==> src/hdl/chd_ram.sv <==
// generic simple dual port ram with registered read
`default_nettype none
module chd_ram #(
    parameter int DEPTH = 16,
    parameter int WIDTH = 8
) (
    input  wire logic                     i_clk,
    input  wire logic                     i_wr_en,
    input  wire logic [$clog2(DEPTH)-1:0] i_wr_addr,
    input  wire logic [WIDTH-1:0]         i_wr_data,
    input  wire logic [$clog2(DEPTH)-1:0] i_rd_addr,
    output logic      [WIDTH-1:0]         o_rd_data
);

    logic [WIDTH-1:0] r_mem [DEPTH];

    // write port
    always_ff @(posedge i_clk) begin
        if (i_wr_en) begin
            r_mem[i_wr_addr] <= i_wr_data;
        end
    end

    // registered read port
    always_ff @(posedge i_clk) begin
        o_rd_data <= r_mem[i_rd_addr];
    end

endmodule
`default_nettype wire

==> config.mk <==
export PLATFORM = sky130hd
export DESIGN_NAME = chd_ram
export DESIGN_NICKNAME = d
export VERILOG_FILES = /design/src/hdl/chd_ram.sv
export SDC_FILE = /design/constraint.sdc
export NUM_CORES = 1
export LEC_CHECK = 0
export BUFFER_PORTS_ARGS = -buffer_cell sky130_fd_sc_hd__buf_2
export CAP_MARGIN = 15
export CORE_MARGIN = 10
export CORE_UTILIZATION = 53
export CTS_CLUSTER_SIZE = 16
export DETAILED_ROUTE_END_ITERATION = 8
export GPL_ROUTABILITY_DRIVEN = 1
export PLACE_DENSITY = 0.75
export SYNTH_ARGS = -nofsm -noshare
export SYNTH_HDL_FRONTEND = slang
export SYNTH_SLANG_ARGS = --single-unit
==> constraint.sdc <==
create_clock -name i_clk -period 2.5 [get_ports i_clk]
set_input_delay 0 -clock i_clk [delete_from_list [all_inputs] [get_ports i_clk]]
set_output_delay 0 -clock i_clk [all_outputs]
set_load 0.005 [all_outputs]
==> metrics.txt <==
clk slew on worst S/H paths=roughly 60 ps; first-pass GRT wire length=15300 microns; Yosys top cell by area=edfxtp_1; Main synth FF type=edfxtp_1; worst-case clock buffer depth=2; H-tree depth=4; Worst EP required=roughly 2900 ps; RSZ-0062 raised after global routing=no; critical path class=reg2reg; max-cap violations=0; crit share post-route=0.570; Final ANT Viol Nets=0; post-synthesis sequential area ratio=0.778; top-count cell post-synth=edfxtp_1; Fin. Hold Viols=0; Clock Skews=9.45 ps; largest family of logic cells by synthesized area=multiplexers; largest net degree at the start of global routing=33; hold crit path type=in2reg; Root Driver=clkbuf_8; Sequential Area=0.00400 sq mm; Seq cells post-synth=136; die area=approximately 0.014 sq mm; CTS tree=done; post-synthesis mux area share=0.150; PortBufs=25; cts bufs inserted=17; Yosys warnings=0; Setup Viol. Count Final=0; average wire per standard cell=23.1 microns; unique cell type count in the Yosys netlist=19; FFs w/ async S/R, synth=0; adder-cell share of the synthesized area=0; Post-synth EDFFs=about 130; Routability Congestion=between 0.7 and 0.8; Syn Area/Cell=22.5 sq um; Critical Path Source Type=flip-flop; Hold WS=around 42 ps; All-Layer GR Usage=0.145; Clock Latency Late Sink=slightly above 500 ps; Rel. slew slack=0.400; leakage power=between 2 and 2.5 nW; Area Overhead vs Synth=18.8%; DRT Pass-1 Iters=4; Setup crit end kind=flip-flop; xor and xnor area share after synthesis=0; multi-input logic area=0.00106 sq mm; core area=~0.0093 sq mm; critical path arrival=between 1500 and 2000 ps; DR vias/cell=about 5.8; clock sink total=approximately 140; antenna cells=0; Synth Instances=approximately 230; Starting Density=0.552; initial DRC count=about 200; fillers=between 500 and 600; nets=about 300; outcome=completed; Area contributors post-synth=edfxtp_1 75%, mux4_2 7.9%, mux4_1 7.1%; Slew Limit Fails=0; share of layout cells above drive strength 1=0.300; Overflow after GRT=0; Placed Area=roughly 0.0055 sq mm; synthesized area=between 0.005 and 0.006 sq mm; setup TNS=0 ps; min Tclk post-route=~1400 ps; actual transition at the worst max-transition pin=897 ps; Synth top cells by count=128 x edfxtp_1, 18 x mux4_2, 16 x a22oi_1, 14 x mux4_1, 13 x nor2_1; post-route design area=a little over 0.006 sq mm; Synth Area in Simple Gates=0.0318; DP Wirelength=5840 microns; syn_nets=between 200 and 250; Yosys top cell area share=0.747; Peak supply drop=about 0.62 mV; vias=2458; compound-gate portion of the synthesized area=0.0233; Die W=119 microns; vias in the first global route=2600; Die Span Y=~120 microns; # DRC=0; Crit Path Max Fanout=1; Rows=35; Pwr Density=roughly 850 mW/mm^2; routed wire length=9850 microns; I/O pins=26; initial antenna violation count=0; Fmax=0.702 GHz; Design Power=between 5 and 6 mW
layout make-up:
cell class | count | share of cell area
flip-flops and latches | 136 | 0.655
well taps | 129 | 0.0264
repair buffers | 46 | 0.0516
clock buffers | 17 | 0.0677
multi-input cells | 83 | 0.173
clock inverters | 15 | 0.0266
worst paths after layout:
kind	from	slack [ps]	cells past startpoint	end
min reg2reg	r_mem[4][1]	670	3	o_rd_data[1]
min	i_wr_addr[0]	40	3	r_mem[4][0]
max	r_mem[11][0]	1080	3	o_rd_data[0]
max reg2reg	r_mem[11][0]	1080	3	o_rd_data[0]
repair_timing:
item / 4_1_cts / 5_1_grt
endpoints found under the hold margin: 128 / 0
resized for setup: 0 / 0
setup buffers: 0 / 0
hold buffers: 8 / 0
stage by stage:
step | instances | utilization | setup WS, ps
global route | 426 | 0.656 | 1070
global placement | 386 | 0.585 | 1000
detailed placement | 386 | 0.585 | 976
CTS | 426 | 0.656 | 1100
floorplan | 229 | - | 1010
finish | 426 | 0.656 | 1080
power by group:
| part | switching, mW | total (mW) | internal [mW] |
|---|---|---|---|
| Clock | 0.947 | 2.38 | 1.43 |
| Sequential | 0.0159 | 2.57 | 2.55 |
| Combinational | 0.130 | 0.235 | 0.106 |
metal layers:
layer,GRT usage,up-vias,part of all wire
met5,0,-,0
met4,0.0664,0,0.024
met3,0.0333,19,0.045
met2,0.224,83,0.51
met1,0.192,1272,0.42
li1,-,1084,-
worst max-delay path, stage by stage (launching register included):
cell	delay, ps
edfxtp_1	380
mux4_2	490
a22oi_1	350
nand2_1	90
cell usage in the layout, fill, tap and decap left out:
cell             n
a22oi_1         16
and2_1           1
and2b_1          1
buf_12           1
buf_2           25
buf_4           12
bufinv_16        2
clkbuf_16       16
clkbuf_8         1
clkinv_2         2
clkinv_4         2
clkinvlp_4       3
dfxtp_1          8
dlygate4sd3_1    8
edfxtp_1       128
inv_6            6
mux4_1          14
mux4_2          18
nand2_1          9
nand2b_1         2
nand3_1          1
nand3b_1         2
nor2_1          13
nor2b_1          1
nor3_1           4
or3b_2           1
sequential cells by signal (all words and copies together) (netlist names):
| name | flops |
|---|---|
| r_mem | 128 |
| o_rd_data | 8 |
kinds of logic (layout without fill, tap and decap cells):
kind of cell / Yosys count / in the layout
AND/OR/NAND/NOR: 35 / 35
buffers and inverters: 10 / 78
flip-flops: 136 / 136
AO/OA/AOI/OAI: 16 / 16
multiplexers: 32 / 32
(Power assumes the default switching activity.)
