**src/hdl/chd_pkg.sv**
```systemverilog
// shared types and constants for the coordinate dedup hash table
`default_nettype none
package chd_pkg;

    // table geometry
    localparam int TABLE_SIZE = 4096;
    localparam int IDX_W      = $clog2(TABLE_SIZE);
    localparam int CNT_W      = IDX_W + 1;
    localparam int SLOT_W     = IDX_W + 1;
    localparam int ID_W       = 12;
    localparam int LOAD_LIMIT = TABLE_SIZE * 7 / 10;

    // hash constants
    localparam logic [63:0] GOLDEN    = 64'h9e3779b97f4a7c15;
    localparam logic [63:0] MIX_MUL_A = 64'hff51afd7ed558ccd;
    localparam logic [63:0] MIX_MUL_B = 64'hc4ceb9fe1a85ec53;
    localparam int          XS_SHIFT  = 33;
    localparam int          SHL_AMT   = 6;
    localparam int          SHR_AMT   = 2;

    // one input item
    typedef struct packed {
        logic signed [63:0] coord_x;
        logic signed [63:0] coord_y;
        logic signed [63:0] coord_z;
    } t_key;

    // one result item
    typedef struct packed {
        logic [ID_W-1:0] point_id;
        logic            is_new;
        logic            table_full;
    } t_result;

endpackage
`default_nettype wire

```
**src/hdl/chd_hash.sv**
```systemverilog
// key hash: golden-ratio combine and 64-bit finalizer on one shared 32x32 multiplier
`default_nettype none
module chd_hash (
    input  wire logic          i_clk,
    input  wire logic          i_rst_n,
    input  wire logic          i_start,
    input  wire chd_pkg::t_key i_key,
    output logic               o_done,
    output logic [31:0]        o_hash
);

    typedef enum logic [6:0] {
        H_IDLE = 7'b0000001,
        H_C2   = 7'b0000010,
        H_X    = 7'b0000100,
        H_M0   = 7'b0001000,
        H_M1   = 7'b0010000,
        H_M2   = 7'b0100000,
        H_M3   = 7'b1000000
    } t_hstate;

    t_hstate     r_state;
    logic [1:0]  r_round;
    logic [63:0] r_v;
    logic [63:0] r_z;
    logic [63:0] r_prod;
    logic [63:0] r_acc;
    logic [63:0] w_x;
    logic [63:0] w_y;
    logic [63:0] w_c1;
    logic [63:0] w_c2;
    logic [63:0] w_xs;
    logic [63:0] w_const;
    logic [31:0] w_mul_a;
    logic [31:0] w_mul_b;
    logic [63:0] w_mul_p;

    // combine steps
    assign w_x  = $unsigned(i_key.coord_x);
    assign w_y  = $unsigned(i_key.coord_y);
    assign w_c1 = w_x ^ (w_y + chd_pkg::GOLDEN + (w_x << chd_pkg::SHL_AMT)
                  + (w_x >> chd_pkg::SHR_AMT));
    assign w_c2 = r_v ^ (r_z + chd_pkg::GOLDEN + (r_v << chd_pkg::SHL_AMT)
                  + (r_v >> chd_pkg::SHR_AMT));
    assign w_xs = r_v ^ (r_v >> chd_pkg::XS_SHIFT);

    // shared multiplier operand select
    assign w_const = (r_round == 2'd0) ? chd_pkg::MIX_MUL_A : chd_pkg::MIX_MUL_B;
    assign w_mul_a = (r_state == H_M2) ? r_v[63:32] : r_v[31:0];
    assign w_mul_b = (r_state == H_M1) ? w_const[63:32] : w_const[31:0];
    assign w_mul_p = 64'(w_mul_a) * 64'(w_mul_b);

    // sequencer
    always_ff @(posedge i_clk) begin
        if (!i_rst_n) begin
            r_state <= H_IDLE;
            r_round <= 2'd0;
            o_done  <= 1'b0;
        end else begin
            o_done <= 1'b0;
            unique case (r_state)
                H_IDLE: begin
                    if (i_start) begin
                        r_state <= H_C2;
                        r_round <= 2'd0;
                    end
                end
                H_C2: r_state <= H_X;
                H_X: begin
                    if (r_round == 2'd2) begin
                        o_done  <= 1'b1;
                        r_state <= H_IDLE;
                    end else begin
                        r_state <= H_M0;
                    end
                end
                H_M0: r_state <= H_M1;
                H_M1: r_state <= H_M2;
                H_M2: r_state <= H_M3;
                H_M3: begin
                    r_state <= H_X;
                    r_round <= r_round + 2'd1;
                end
                default: r_state <= H_IDLE;
            endcase
        end
    end

    // datapath
    always_ff @(posedge i_clk) begin
        case (r_state)
            H_IDLE: begin
                if (i_start) begin
                    r_v <= w_c1;
                    r_z <= $unsigned(i_key.coord_z);
                end
            end
            H_C2: r_v <= w_c2;
            H_X: begin
                r_v    <= w_xs;
                o_hash <= w_xs[31:0];
            end
            H_M0: r_prod <= w_mul_p;
            H_M1: begin
                r_acc  <= r_prod;
                r_prod <= w_mul_p;
            end
            H_M2: begin
                r_acc[63:32] <= r_acc[63:32] + r_prod[31:0];
                r_prod       <= w_mul_p;
            end
            H_M3: r_v <= {r_acc[63:32] + r_prod[31:0], r_acc[31:0]};
            default: ;
        endcase
    end

endmodule
`default_nettype wire

```
**config.mk**
```make
export PLATFORM = sky130hd
export DESIGN_NAME = chd_hash
export DESIGN_NICKNAME = d
export VERILOG_FILES = /design/src/hdl/chd_pkg.sv /design/src/hdl/chd_hash.sv
export SDC_FILE = /design/constraint.sdc
export NUM_CORES = 2
export LEC_CHECK = 0
export BUFFER_PORTS_ARGS = -buffer_cell sky130_fd_sc_hd__buf_2
export CORE_MARGIN = 2
export CORE_UTILIZATION = 55
export CTS_BUF_LIST = sky130_fd_sc_hd__clkbuf_4
export CTS_CLUSTER_SIZE = 14
export DETAILED_ROUTE_END_ITERATION = 7
export PLACE_DENSITY = 0.82
export SETUP_SLACK_MARGIN = 0.05
export SLEW_MARGIN = 20
export SYNTH_ARGS = -nofsm -noshare
export SYNTH_HDL_FRONTEND = slang
export SYNTH_SLANG_ARGS = --single-unit
```
**constraint.sdc**
```tcl
create_clock -name i_clk -period 9.6 [get_ports i_clk]
set_clock_uncertainty 0.2 [all_clocks]
set_input_delay 0.48 -clock i_clk [delete_from_list [all_inputs] [get_ports i_clk]]
set_output_delay 0.48 -clock i_clk [all_outputs]
set_load 0.1 [all_outputs]
```
==> impl_metrics.yaml <==
status:
  run_status: "finished with violations"
  violations: "design-rule violations"
clock_network:
  cts_root_buf: "clkbuf_4"
  worstSkewPairLatency_ns: 0.88
  numCtsBuffers: 78
  cts_max_path_buffers: 3
  htreeDepth: 3
  clkTransAtPathRegs_ns: 0.07
  cts_tree: "yes"
  clkSinkCount: 298
placement:
  place.gp.congestion: 1.048
  io_buffers: 227
  dpl.hpwl_mm: 173.2
global_routing:
  grt_overflow_total: 0
  grt_max_degree: 65
  grt_usage_pct: 38.55
  first_global_vias: 47900
  grt_pass1_wl_mm: 301.9
  antenna_found_initial: 6
yosys:
  synth_enable_flop_cells: 288
  synth_flop_cell: "edfxtp_1"
  syn_area_sq_um: 56730
  synth-seq-area-share_pct: 15.60
  yosysUniqueCellTypes: 104
  yosys_warnings: 0
  syn_inst: 5939
  synth_nets: 7677
  synthArstFlopShare_pct: 0
  avgSynthCellArea_sq_um: 9.552
  synth-seq-cells: 298
worst_setup_path:
  cp_num_buf_inv: 6
  timing.rr.start: "r_state[4]"
  critPathMostFrequentCell: "fa_1"
  path_class: "flip-flop to flip-flop"
  crit_path_top_delay_cell: "fa_1"
  arrival_ns: 9.73
  worstRegToRegCells: 29
  r2r_slack_ns: 0.25
  cp_max_fo: 8
  r2r-end: "r_prod[57]"
  cp-end-kind: "flip-flop"
  startpoint_type: "flip-flop"
  critPathMaxStageDelay_ns: 0.66
  critPathRequiredTime_ns: 9.98
  cp_top_family: "adder cells"
floorplanning:
  dieWidth_microns: 325.2
  core_sq_um: 102000
  io_pins: 228
  die_area_sq_um: 105700
  initial_core_util_pct: 55.60
  placementRows: 117
  die_h_microns: 325.2
drt:
  remaining_drc_errors: 7
  ant_nets: 0
  firstDrtPassIters: 8
  drt-total-wl_mm: 203.9
  wire_per_inst_microns: 25.75
  first_iter_violations: 5364
  vias_per_cell: 5.938
  vias: 47010
sta:
  worst_pin_slew_ns: 1.197
  slew_headroom_pct: 19.51
  min_period_ns: 9.355
  timing.final.hold_violations: 0
  rsz0062_at_grt: "yes"
  maxSlewViolCount: 0
  fmax_ghz: 0.1069
  whs_ns: 0.05740
  setup_viol: 0
  fin_crit_sh_pct: 97.45
run:
  cap_violations: 0
min_path:
  hold_path.startpoint: "i_key[161]"
  holdPathEnd: "r_v[33]"
  min_path_type: "input port to flip-flop"
  whs_path_depth: 4
layout:
  syn_to_final_growth_pct: 12.58
  layout.nets: 8226
  drive_gt1_share_pct: 13.69
  fillCellCount: 8551
placed cells by master (no fill, tap or decap), types with 26 or more instances in the layout:
cell type         n
fa_1            879
xnor2_1         286
xor2_1          158
and3_1           28
nor3_1           30
nor2_1          303
clkbuf_4        104
buf_2           227
nand3_1          61
nand2b_1         90
nand4_1          43
a222oi_1         26
inv_1          1236
dlygate4sd3_1    76
a21o_1          140
o21ai_0         179
buf_4           348
o21bai_1         62
nand2_1         405
nor2b_1          29
ha_1            659
edfxtp_1        288
and2_1           62
a31oi_1          30
a21oi_1         293
Yosys cell counts (17+ instances only):
library cell / number / share of area [%]
edfxtp_1: 288 / 15
buf_2: 42 / 0.37
xnor2_1: 287 / 4.4
nand2_1: 410 / 2.7
inv_1: 1241 / 8.2
or2_2: 17 / 0.19
o21ai_0: 185 / 1.6
o21bai_1: 63 / 0.83
nand2b_1: 91 / 1.0
xor2_1: 158 / 2.4
a31oi_1: 32 / 0.35
fa_1: 882 / 31
a211oi_1: 28 / 0.37
a22oi_1: 21 / 0.28
and3_1: 28 / 0.31
a21boi_0: 18 / 0.24
a21o_1: 140 / 1.9
nor2b_1: 30 / 0.33
nand4_1: 43 / 0.47
clkbuf_1: 150 / 0.99
nor3_1: 31 / 0.27
a222oi_1: 26 / 0.46
ha_1: 661 / 15
and2_1: 63 / 0.69
o21ai_1: 22 / 0.19
a21oi_1: 298 / 2.6
nor2_1: 313 / 2.1
nand3_1: 63 / 0.56
worst max path at each step:
| stage | startpoint | to | slack, ns | cells after the start |
|---|---|---|---|---|
| after floorplan | r_state[2] | r_prod[57] | 0.08 | 32 |
| after global placement | r_state[4] | r_prod[50] | -0.25 | 31 |
| after detailed placement | r_state[4] | r_prod[46] | -0.35 | 30 |
| after CTS | r_state[6] | r_prod[46] | 0.02 | 30 |
| after global routing | r_state[4] | r_prod[61] | 0.01 | 35 |
| final | r_state[4] | r_prod[57] | 0.25 | 29 |
through the flow:
step / cells / setup slack [ns] / TNS, ns / area, sq um / util [%]
floorplan: 5939 / 0.07948 / 0 / 56730 / -
global placement: 7682 / -0.2516 / -0.5096 / 61620 / 60.39
detailed placement: 7682 / -0.3500 / -1.405 / 61620 / 60.39
CTS: 7894 / 0.01544 / 0 / 63390 / 62.12
global route: 7917 / 0.01064 / 0 / 63870 / 62.60
finish: 7917 / 0.2452 / 0 / 63870 / 62.60
flip-flops by register name, indices dropped and copies added, names as in the netlist:
register	count
r_round	2
r_z	64
r_acc	64
r_state	7
r_v	64
o_done	1
r_prod	64
o_hash	32
cell type report:
type | count | area (sq um) | share of cell area [%]
Tap cell | 1368 | 1712 | 2.680
Antenna cell | 5 | 12.51 | 0.01959
Clock buffer | 104 | 780.7 | 1.222
Clock inverter | 32 | 201.4 | 0.3154
Multi-Input combinational cell | 4177 | 42620 | 66.73
Timing Repair Buffer | 676 | 4965 | 7.773
Inverter | 1257 | 4731 | 7.407
Sequential cell | 298 | 8848 | 13.85
metal layers:
metal	track usage (%)	vias up	wire length, microns
li1	-	20320	-
met1	51.44	23200	77420
met2	60.09	2904	90880
met3	8.293	582	23540
met4	18.20	2	12020
met5	0	-	13
worst min-delay path: stages:
cell and delay, ns:
buf_2 0.13, xor2_1 0.11, xnor2_1 0.15, o21ai_0 0.14
timing repair:
| item | in CTS | in global routing |
|---|---|---|
| gates cloned | 0 | 1 |
| endpoints found under the setup margin | 10 | 20 |
| gates resized for setup | 7 | 80 |
| hold buffers | 76 | 0 |
| pin swaps | 0 | 11 |
| setup buffers | 0 | 16 |
| endpoints found under the hold margin | 82 | 0 |
logic make-up (layout without fill, tap and decap cells):
group / after synthesis / in the layout / share of synthesized area [%]
other: 1 / 6 / 0.006610
AO/OA/AOI/OAI: 987 / 987 / 11.40
AND/OR/NAND/NOR: 1168 / 1168 / 9.706
multiplexers: 32 / 32 / 0.8160
adder cells (fa/ha/maj): 1544 / 1544 / 45.72
buffers and inverters: 1464 / 2069 / 9.878
flip-flops: 298 / 298 / 15.60
XOR/XNOR: 445 / 445 / 6.870
Power is left out: the tool's default activity adds up to more than one toggle a clock period on the data nets, which glitch-free logic cannot reach.
